### src/rtl/core/max_tracking_fifo_core_defines.svh
// Assertion macros for the max tracking FIFO core.
// Included by the modules that carry concurrent assertions.
`ifndef MAX_TRACKING_FIFO_CORE_DEFINES_SVH
`define MAX_TRACKING_FIFO_CORE_DEFINES_SVH

// Implication checked at every clock edge outside reset.
`define MTF_ASSERT(label, prop, msg) \
   label: assert property (@(posedge clock) disable iff (reset) (prop)) else $error(msg);

// Invariant checked at every clock edge, reset included.
`define MTF_ASSERT_ALWAYS(label, prop, msg) \
   label: assert property (@(posedge clock) (prop)) else $error(msg);

`endif

### src/rtl/core/mtf_pkg.sv
// Shared types and constants of the max tracking FIFO core.
// No dependencies.
package mtf_pkg;

   localparam int DEPTH   = 16;
   localparam int VALUE_W = 32;
   localparam int COUNT_W = $clog2(DEPTH + 1);

   typedef logic signed [VALUE_W-1:0] value_type;
   typedef logic [COUNT_W-1:0]        count_type;

   localparam logic [1:0] CMD_PUSH  = 2'd0;
   localparam logic [1:0] CMD_POP   = 2'd1;
   localparam logic [1:0] CMD_CLEAR = 2'd2;

   localparam logic [1:0] ERR_OK        = 2'd0;
   localparam logic [1:0] ERR_POP_EMPTY = 2'd1;
   localparam logic [1:0] ERR_PUSH_FULL = 2'd2;

   typedef struct packed {
      logic shift;   // take neighbour's entry (pop)
      logic load;    // this cell is the tail slot of a push
      logic raise;   // occupied cell sees a push
   } cell_ctrl_type;

endpackage

### src/rtl/core/mtf_req_if.sv
// Request channel of the max tracking FIFO core: command and value.
// Depends on mtf_pkg.
interface mtf_req_if import mtf_pkg::*; ();
   logic       valid;
   logic       ready;
   logic [1:0] command;
   value_type  value;

   modport source (output valid, output command, output value, input ready);
   modport sink (input valid, input command, input value, output ready);
endinterface

### src/rtl/core/mtf_rsp_if.sv
// Result channel of the max tracking FIFO core: front, maximum, count, flags.
// Depends on mtf_pkg.
interface mtf_rsp_if import mtf_pkg::*; ();
   logic       valid;
   logic       ready;
   value_type  front_value;
   value_type  front_maximum;
   count_type  entry_count;
   logic       is_empty;
   logic [1:0] error_code;

   modport source (output valid, output front_value, output front_maximum,
                   output entry_count, output is_empty, output error_code, input ready);
   modport sink (input valid, input front_value, input front_maximum,
                 input entry_count, input is_empty, input error_code, output ready);
endinterface

### src/rtl/core/mtf_cell.sv
// One queue cell: holds an entry value and its running maximum.
// Depends on mtf_pkg; chained by max_tracking_fifo_core.
module mtf_cell import mtf_pkg::*; (
   input  logic          clock,
   input  cell_ctrl_type ctrl,
   input  value_type     push_value,
   input  value_type     next_value,
   input  value_type     next_maximum,
   output value_type     value,
   output value_type     maximum
);

   value_type value_ff, value_in;
   value_type maximum_ff, maximum_in;

   always_comb begin
      value_in   = value_ff;
      maximum_in = maximum_ff;
      if (ctrl.shift) begin
         value_in   = next_value;
         maximum_in = next_maximum;
      end else if (ctrl.load) begin
         value_in   = push_value;
         maximum_in = push_value;
      end else if (ctrl.raise && (maximum_ff < push_value)) begin
         maximum_in = push_value;
      end
   end

   always_ff @(posedge clock) begin
      value_ff   <= value_in;
      maximum_ff <= maximum_in;
   end

   assign value   = value_ff;
   assign maximum = maximum_ff;

endmodule

### src/rtl/core/max_tracking_fifo_core.sv
// Top level of the max tracking FIFO core: cell chain, count and result register.
// Depends on mtf_pkg, mtf_req_if, mtf_rsp_if, mtf_cell and the defines header.
//
// Usage: each request on req_channel carries a command (push, pop, clear)
// and a value. Every request yields exactly one result on rsp_channel with
// the front value, the maximum of the queue, the entry count, the empty
// flag and an error code, all as they stand after the command.
// The result is valid the cycle after the request is accepted.
// Throughput: one request per cycle unless stalled; every cell updates in
// parallel, a pop shifts the whole chain one cell frontward in the same cycle.
// req_channel.ready is high while no result waits or the waiting result is
// taken in the same cycle; a stalled receiver holds back further requests
// and the shown result stays unchanged.
// Pop on empty and push on full report an error and leave the queue as is.
// Reset empties the queue and drops any pending result; no clearing pass.
`include "max_tracking_fifo_core_defines.svh"
module max_tracking_fifo_core import mtf_pkg::*; (
   input logic      clock,
   input logic      reset,
   mtf_req_if.sink   req_channel,
   mtf_rsp_if.source rsp_channel
);

   count_type  occupancy_ff, occupancy_in;
   logic [1:0] error_ff, error_in;
   logic       rsp_valid_ff, rsp_valid_in;

   logic accept, push_ok, pop_ok;

   value_type cell_value   [DEPTH];
   value_type cell_maximum [DEPTH];

   assign req_channel.ready = !rsp_valid_ff || rsp_channel.ready;
   assign accept  = req_channel.valid && req_channel.ready;
   assign push_ok = accept && (req_channel.command == CMD_PUSH)
                    && (occupancy_ff != COUNT_W'(DEPTH));
   assign pop_ok  = accept && (req_channel.command == CMD_POP)
                    && (occupancy_ff != '0);

   always_comb begin
      occupancy_in = occupancy_ff;
      error_in     = error_ff;
      if (accept) begin
         error_in = ERR_OK;
         case (req_channel.command)
            CMD_PUSH: begin
               if (occupancy_ff == COUNT_W'(DEPTH)) error_in = ERR_PUSH_FULL;
               else occupancy_in = occupancy_ff + COUNT_W'(1);
            end
            CMD_POP: begin
               if (occupancy_ff == '0) error_in = ERR_POP_EMPTY;
               else occupancy_in = occupancy_ff - COUNT_W'(1);
            end
            CMD_CLEAR: occupancy_in = '0;
            default: occupancy_in = occupancy_ff;
         endcase
      end
   end

   always_comb begin
      rsp_valid_in = rsp_valid_ff;
      if (accept) rsp_valid_in = 1'b1;
      else if (rsp_channel.ready) rsp_valid_in = 1'b0;
   end

   always_ff @(posedge clock) begin
      if (reset) begin
         occupancy_ff <= '0;
         error_ff     <= ERR_OK;
         rsp_valid_ff <= 1'b0;
      end else begin
         occupancy_ff <= occupancy_in;
         error_ff     <= error_in;
         rsp_valid_ff <= rsp_valid_in;
      end
   end

   for (genvar i = 0; i < DEPTH; i++) begin : g_cell
      cell_ctrl_type ctrl;
      value_type     next_value, next_maximum;

      assign ctrl.shift = pop_ok;
      assign ctrl.load  = push_ok && (occupancy_ff == COUNT_W'(i));
      assign ctrl.raise = push_ok && (occupancy_ff > COUNT_W'(i));

      if (i < DEPTH - 1) begin : g_link
         assign next_value   = cell_value[i+1];
         assign next_maximum = cell_maximum[i+1];
      end else begin : g_end
         assign next_value   = '0;
         assign next_maximum = '0;
      end

      mtf_cell u_cell (
         .clock        (clock),
         .ctrl         (ctrl),
         .push_value   (req_channel.value),
         .next_value   (next_value),
         .next_maximum (next_maximum),
         .value        (cell_value[i]),
         .maximum      (cell_maximum[i])
      );
   end

   assign rsp_channel.valid         = rsp_valid_ff;
   assign rsp_channel.is_empty      = (occupancy_ff == '0);
   assign rsp_channel.front_value   = rsp_channel.is_empty ? '0 : cell_value[0];
   assign rsp_channel.front_maximum = rsp_channel.is_empty ? '0 : cell_maximum[0];
   assign rsp_channel.entry_count   = occupancy_ff;
   assign rsp_channel.error_code    = error_ff;

   `MTF_ASSERT(a_count_bound, occupancy_ff <= COUNT_W'(DEPTH), "count beyond depth")
   `MTF_ASSERT(a_full_push,
      (accept && req_channel.command == CMD_PUSH && occupancy_ff == COUNT_W'(DEPTH))
      |=> (error_ff == ERR_PUSH_FULL && $stable(occupancy_ff)),
      "push on full not flagged")
   `MTF_ASSERT(a_pop_count,
      pop_ok |=> (occupancy_ff == $past(occupancy_ff) - COUNT_W'(1)),
      "pop count wrong")
   `MTF_ASSERT(a_front_max,
      (rsp_valid_ff && !rsp_channel.is_empty) |-> !(cell_maximum[0] < cell_value[0]),
      "front maximum below front value")

endmodule

### src/flat_wrapper.sv
// flat-port wrapper written by rule: the top's interface ports become plain ports
module max_tracking_fifo_core_flat import mtf_pkg::*;
  (clock, reset, req_channel_valid, req_channel_command, req_channel_value, req_channel_ready, rsp_channel_valid, rsp_channel_front_value, rsp_channel_front_maximum, rsp_channel_entry_count, rsp_channel_is_empty, rsp_channel_error_code, rsp_channel_ready);
  mtf_req_if req_channel_i ();
  mtf_rsp_if rsp_channel_i ();
  input logic clock;
  input logic reset;
  input wire logic [$bits(req_channel_i.valid)-1:0] req_channel_valid;
  input wire logic [$bits(req_channel_i.command)-1:0] req_channel_command;
  input wire logic [$bits(req_channel_i.value)-1:0] req_channel_value;
  output wire logic [$bits(req_channel_i.ready)-1:0] req_channel_ready;
  output wire logic [$bits(rsp_channel_i.valid)-1:0] rsp_channel_valid;
  output wire logic [$bits(rsp_channel_i.front_value)-1:0] rsp_channel_front_value;
  output wire logic [$bits(rsp_channel_i.front_maximum)-1:0] rsp_channel_front_maximum;
  output wire logic [$bits(rsp_channel_i.entry_count)-1:0] rsp_channel_entry_count;
  output wire logic [$bits(rsp_channel_i.is_empty)-1:0] rsp_channel_is_empty;
  output wire logic [$bits(rsp_channel_i.error_code)-1:0] rsp_channel_error_code;
  input wire logic [$bits(rsp_channel_i.ready)-1:0] rsp_channel_ready;
  assign req_channel_i.valid = req_channel_valid;
  assign req_channel_i.command = req_channel_command;
  assign req_channel_i.value = req_channel_value;
  assign req_channel_ready = req_channel_i.ready;
  assign rsp_channel_valid = rsp_channel_i.valid;
  assign rsp_channel_front_value = rsp_channel_i.front_value;
  assign rsp_channel_front_maximum = rsp_channel_i.front_maximum;
  assign rsp_channel_entry_count = rsp_channel_i.entry_count;
  assign rsp_channel_is_empty = rsp_channel_i.is_empty;
  assign rsp_channel_error_code = rsp_channel_i.error_code;
  assign rsp_channel_i.ready = rsp_channel_ready;
  max_tracking_fifo_core u_core (.clock(clock), .reset(reset), .req_channel(req_channel_i), .rsp_channel(rsp_channel_i));
endmodule
### config.mk
export PLATFORM = sky130hd
export DESIGN_NAME = max_tracking_fifo_core_flat
export DESIGN_NICKNAME = d
export VERILOG_FILES = /design/src/rtl/core/mtf_pkg.sv /design/src/rtl/core/mtf_req_if.sv /design/src/rtl/core/mtf_rsp_if.sv /design/src/rtl/core/mtf_cell.sv /design/src/rtl/core/max_tracking_fifo_core.sv /design/src/flat_wrapper.sv
export VERILOG_INCLUDE_DIRS = /design/src /design/src/rtl/core
export SDC_FILE = /design/constraint.sdc
export NUM_CORES = 2
export LEC_CHECK = 0
export BUFFER_PORTS_ARGS = -buffer_cell sky130_fd_sc_hd__buf_2
export CAP_MARGIN = 10
export CORE_UTILIZATION = 69
export CTS_CLUSTER_DIAMETER = 30
export DETAILED_ROUTE_END_ITERATION = 16
export PLACE_DENSITY = 0.82
export SLEW_MARGIN = 20
export SYNTH_ARGS = -nofsm -noshare
export SYNTH_HDL_FRONTEND = slang
export SYNTH_HIERARCHICAL = 1
export SYNTH_SLANG_ARGS = --single-unit
### constraint.sdc
create_clock -name clock -period 7.35 [get_ports clock]
set_input_delay 0.3675 -clock clock [delete_from_list [all_inputs] [get_ports clock]]
set_output_delay 0.3675 -clock clock [all_outputs]
set_load 0.02 [all_outputs]
==> run_summary.xml <==
<?xml version="1.0" encoding="UTF-8"?>
<metrics>
  <group name="outcome">
    <metric name="status" unit="">complete, no violations</metric>
  </group>
  <group name="grt">
    <metric name="initial_antenna_violation_count" unit="">5</metric>
    <metric name="grt_max_degree" unit="">274</metric>
    <metric name="grt_util_all_layers" unit="%">33.8</metric>
    <metric name="vias_in_the_first_global_route" unit="">42700</metric>
    <metric name="grt_pass1_wl" unit="µm">216000</metric>
    <metric name="global_route.overflow_total" unit="">0</metric>
  </group>
  <group name="setup_path">
    <metric name="critPathRequiredTime" unit="ns">7.85</metric>
    <metric name="critical_path.startpoint_type" unit="">register</metric>
    <metric name="worstSetupEndpointType" unit="">register</metric>
    <metric name="worstSetupPathType" unit="">register to register</metric>
    <metric name="rr_startpoint" unit="">u_core/rsp_channel.entry_count[0]</metric>
    <metric name="crit-reg2reg-capture" unit="">u_core/g_cell[1].u_cell/maximum[8]</metric>
    <metric name="worst-r2r-cell-count" unit="">10</metric>
    <metric name="crit_path_max_fanout" unit="">273</metric>
    <metric name="timing.critical_path.arrival" unit="ns">5.38</metric>
    <metric name="register_to_register_setup_slack" unit="ns">2.47</metric>
  </group>
  <group name="pwr">
    <metric name="leakage" unit="nW">28.6</metric>
    <metric name="switching_share" unit="%">24.6</metric>
    <metric name="p_sw" unit="mW">4.32</metric>
    <metric name="power.ir.vdd_worst" unit="V">0.000271</metric>
    <metric name="cell_internal_pwr" unit="mW">13.2</metric>
    <metric name="p_seq_share" unit="%">39.3</metric>
    <metric name="power.share.clock" unit="%">51.5</metric>
    <metric name="power-per-cell-area" unit="nW/µm²">268</metric>
    <metric name="p_comb_share" unit="%">9.2</metric>
  </group>
  <group name="sta">
    <metric name="setup_violations" unit="">0</metric>
    <metric name="slew_violations" unit="">0</metric>
    <metric name="layout_worst_path_cycle_share" unit="%">66.3</metric>
    <metric name="rsz_0062_raised_after_global_routing" unit="">no</metric>
    <metric name="worst_clock_skew" unit="ns">0.0308</metric>
    <metric name="setup-tns-final" unit="ns">0</metric>
    <metric name="maxSlewHeadroom" unit="%">23.6</metric>
    <metric name="worst_slew_pin_slew" unit="ns">1.15</metric>
    <metric name="post-route-min-period" unit="ns">4.88</metric>
    <metric name="max_freq" unit="MHz">205</metric>
    <metric name="hold_violations" unit="">0</metric>
    <metric name="worst_hold_slack" unit="ns">0.129</metric>
  </group>
  <group name="synth">
    <metric name="synth-async-reset-ratio" unit="%">0</metric>
    <metric name="syn_avg_cell_area" unit="µm²">9.71</metric>
    <metric name="ys_ff_latch" unit="">1032</metric>
    <metric name="synth_enable_flop_cells" unit="">1024</metric>
    <metric name="yosysUniqueCellTypes" unit="">45</metric>
    <metric name="syn-instance-count" unit="">5836</metric>
    <metric name="synth_flop_cell" unit="">sky130_fd_sc_hd__edfxtp_1</metric>
    <metric name="synth.cell_area" unit="µm²">56700</metric>
    <metric name="synth.yosys.warnings" unit="">6</metric>
    <metric name="synth_seq_area_share" unit="%">54.5</metric>
  </group>
  <group name="finish">
    <metric name="nNetsFinal" unit="">6624</metric>
    <metric name="fin_cells" unit="">7318</metric>
    <metric name="syn_to_final_growth" unit="%">15.5</metric>
    <metric name="proportion_of_layout_cells_with_a_drive_suffix_above_1" unit="%">8.81</metric>
    <metric name="layout_commonest_cell" unit="">sky130_fd_sc_hd__nand2_1</metric>
    <metric name="design_area" unit="µm²">65400</metric>
    <metric name="most_used_cells_in_the_layout_excluding_fill_and_tap_cells" unit="">sky130_fd_sc_hd__nand2_1 (2185), sky130_fd_sc_hd__edfxtp_1 (1024), sky130_fd_sc_hd__nand2b_1 (530), sky130_fd_sc_hd__inv_1 (524), sky130_fd_sc_hd__ha_1 (505)</metric>
    <metric name="nFillCells" unit="">4562</metric>
    <metric name="layout.core_utilization" unit="%">80.8</metric>
  </group>
  <group name="route">
    <metric name="drt-total-wl" unit="µm">138000</metric>
    <metric name="vias_per_std_cell" unit="">5.71</metric>
    <metric name="detail-route-antenna-nets" unit="">0</metric>
    <metric name="detailedRoute.firstIterationViolations" unit="">3465</metric>
    <metric name="wire_per_inst" unit="µm">18.9</metric>
    <metric name="iteration_count_of_the_initial_detailed_routing_pass" unit="">8</metric>
    <metric name="drt_drc_violations_left" unit="">0</metric>
    <metric name="num_vias" unit="">41800</metric>
  </group>
  <group name="floorplan">
    <metric name="ios" unit="">112</metric>
    <metric name="coreArea" unit="µm²">80900</metric>
    <metric name="fp.dieArea" unit="µm²">83300</metric>
    <metric name="initial_standard_cell_utilization_of_the_core" unit="%">70.0</metric>
    <metric name="die_y" unit="µm">289</metric>
    <metric name="fp-row-count" unit="">104</metric>
    <metric name="die_width" unit="µm">289</metric>
  </group>
  <group name="hold_path">
    <metric name="worstHoldStart" unit="">req_channel_value[12]</metric>
    <metric name="worst_hold_path.num_cells" unit="">3</metric>
    <metric name="timing.hold.worst_endpoint" unit="">u_core/g_cell[13].u_cell/value[12]</metric>
    <metric name="hold_class" unit="">input pin to register</metric>
  </group>
  <group name="clock_tree">
    <metric name="clock_latency" unit="ns">0.77</metric>
    <metric name="clk_pin_slew" unit="ns">0.05</metric>
    <metric name="clock_tree_from_tritoncts" unit="">built</metric>
    <metric name="clock_path_buffers" unit="">3</metric>
    <metric name="clockRootBuffer" unit="">sky130_fd_sc_hd__clkbuf_16</metric>
    <metric name="cts.htree.levels" unit="">4</metric>
    <metric name="cts-buffers-inserted" unit="">193</metric>
    <metric name="cts_resized" unit="">0</metric>
    <metric name="clock-sinks" unit="">1032</metric>
  </group>
  <group name="place">
    <metric name="post_dp_cell_area" unit="µm²">58600</metric>
    <metric name="hpwl" unit="µm">91400</metric>
    <metric name="place.port_buffers" unit="">111</metric>
    <metric name="placed_cells" unit="">6943</metric>
    <metric name="gpl.final_weighted_congestion" unit="">0.949</metric>
  </group>
  <group name="run">
    <metric name="max_cap_viol_count" unit="">0</metric>
  </group>
</metrics>
## layer usage
layer	share of wire [%]	vias up	track usage (%)
met5	0.011	-	0
met1	36	19600	35.3
met3	6.8	558	8.34
li1	-	20000	-
met2	51	1676	59.7
met4	6.7	2	23.2
## cell usage after synthesis (19+ instances only)
cell,count,area [µm²]
sky130_fd_sc_hd__nand2_1,2185,8200
sky130_fd_sc_hd__edfxtp_1,1024,30700
sky130_fd_sc_hd__nand2b_1,530,3320
sky130_fd_sc_hd__inv_1,524,1970
sky130_fd_sc_hd__ha_1,505,6320
sky130_fd_sc_hd__a21oi_1,242,1210
sky130_fd_sc_hd__clkbuf_1,189,709
sky130_fd_sc_hd__nor2_1,118,443
sky130_fd_sc_hd__o21ai_0,73,365
sky130_fd_sc_hd__nor2b_1,67,419
sky130_fd_sc_hd__nand4_1,66,413
sky130_fd_sc_hd__nand3_1,35,175
sky130_fd_sc_hd__a211o_1,32,280
sky130_fd_sc_hd__nor3_1,19,95.1
## sequential cells by signal (all words and copies together) (netlist names)
register and cells:
u_core/rsp_channel.error_code 2, u_core/g_cell.u_cell/value 512, u_core/rsp_channel.entry_count 5, u_core/g_cell.u_cell/maximum 512, u_core/rsp_channel.valid 1
## critical path, stage by stage, from the launching register on
cell	delay (ns)
sky130_fd_sc_hd__dfxtp_1	0.51
sky130_fd_sc_hd__inv_1	0.20
sky130_fd_sc_hd__ha_1	0.25
sky130_fd_sc_hd__nor4b_4	0.13
sky130_fd_sc_hd__buf_4	0.34
sky130_fd_sc_hd__nor3b_2	0.44
sky130_fd_sc_hd__buf_12	0.68
sky130_fd_sc_hd__buf_4	0.85
sky130_fd_sc_hd__buf_4	0.75
sky130_fd_sc_hd__nand2b_1	0.23
sky130_fd_sc_hd__nand2_1	0.12
## repair_timing
action	4_1_cts	5_1_grt
setup buffers	0	0
hold buffers	3	0
hold endpoints to repair	8	0
setup endpoints to repair	0	0
## power by group through the flow
stage | combinational (mW) | clock (mW) | sequential, mW
floorplan | 1.04 | 0 | 6.94
global placement | 1.47 | 0 | 6.98
detailed placement | 1.55 | 0 | 6.98
CTS | 1.59 | 9.10 | 6.88
global route | 1.79 | 9.38 | 6.89
finish | 1.62 | 9.03 | 6.88
## kinds of logic after synthesis
family | after synthesis | share of synthesized area, %
AOI/OAI and AO/OA | 471 | 5.12
xor gates and xnor gates | 1 | 0.0155
adders and majority gates | 505 | 11.2
buffers and inverters | 720 | 4.80
DFF | 1032 | 54.5
muxes | 1 | 0.0177
other | 1 | 0.00662
and+or+nand+nor | 3105 | 24.3
## stage by stage
step / setup slack (ns) / power (mW)
6_report: 2.47 / 17.5
5_1_grt: 2.08 / 18.1
4_1_cts: 2.52 / 17.6
3_5_place_dp: 2.55 / 8.53
3_3_place_gp: 2.74 / 8.45
2_1_floorplan: 2.80 / 7.99
## final cells by class
type / instances / area [µm²] / share of cell area (%)
diodes: 6 / 15.0 / 0.0229
well taps: 1060 / 1330 / 2.03
inverters: 524 / 1970 / 3.01
repair buffers: 183 / 1140 / 1.74
clock buffers: 215 / 5010 / 7.65
flip-flops and latches: 1032 / 30900 / 47.2
multi-input cells: 4147 / 23300 / 35.6
clock inverters: 151 / 1790 / 2.74
## worst max-delay path by stage
stage                                                 start                             endpoint  slack [ns]  cells past startpoint
after floorplan           u_core/rsp_channel.entry_count[0]  u_core/g_cell[10].u_cell/maximum[0]        2.80                      9
after global placement    u_core/rsp_channel.entry_count[1]   u_core/g_cell[4].u_cell/maximum[4]        2.74                     10
after detailed placement  u_core/rsp_channel.entry_count[1]     u_core/g_cell[2].u_cell/value[3]        2.55                     10
after CTS                 u_core/rsp_channel.entry_count[1]   u_core/g_cell[1].u_cell/maximum[8]        2.52                     10
after global routing      u_core/rsp_channel.entry_count[1]   u_core/g_cell[1].u_cell/maximum[8]        2.08                     10
final                     u_core/rsp_channel.entry_count[0]   u_core/g_cell[1].u_cell/maximum[8]        2.47                     10
Note: power is estimated with default switching activity, not from simulation.
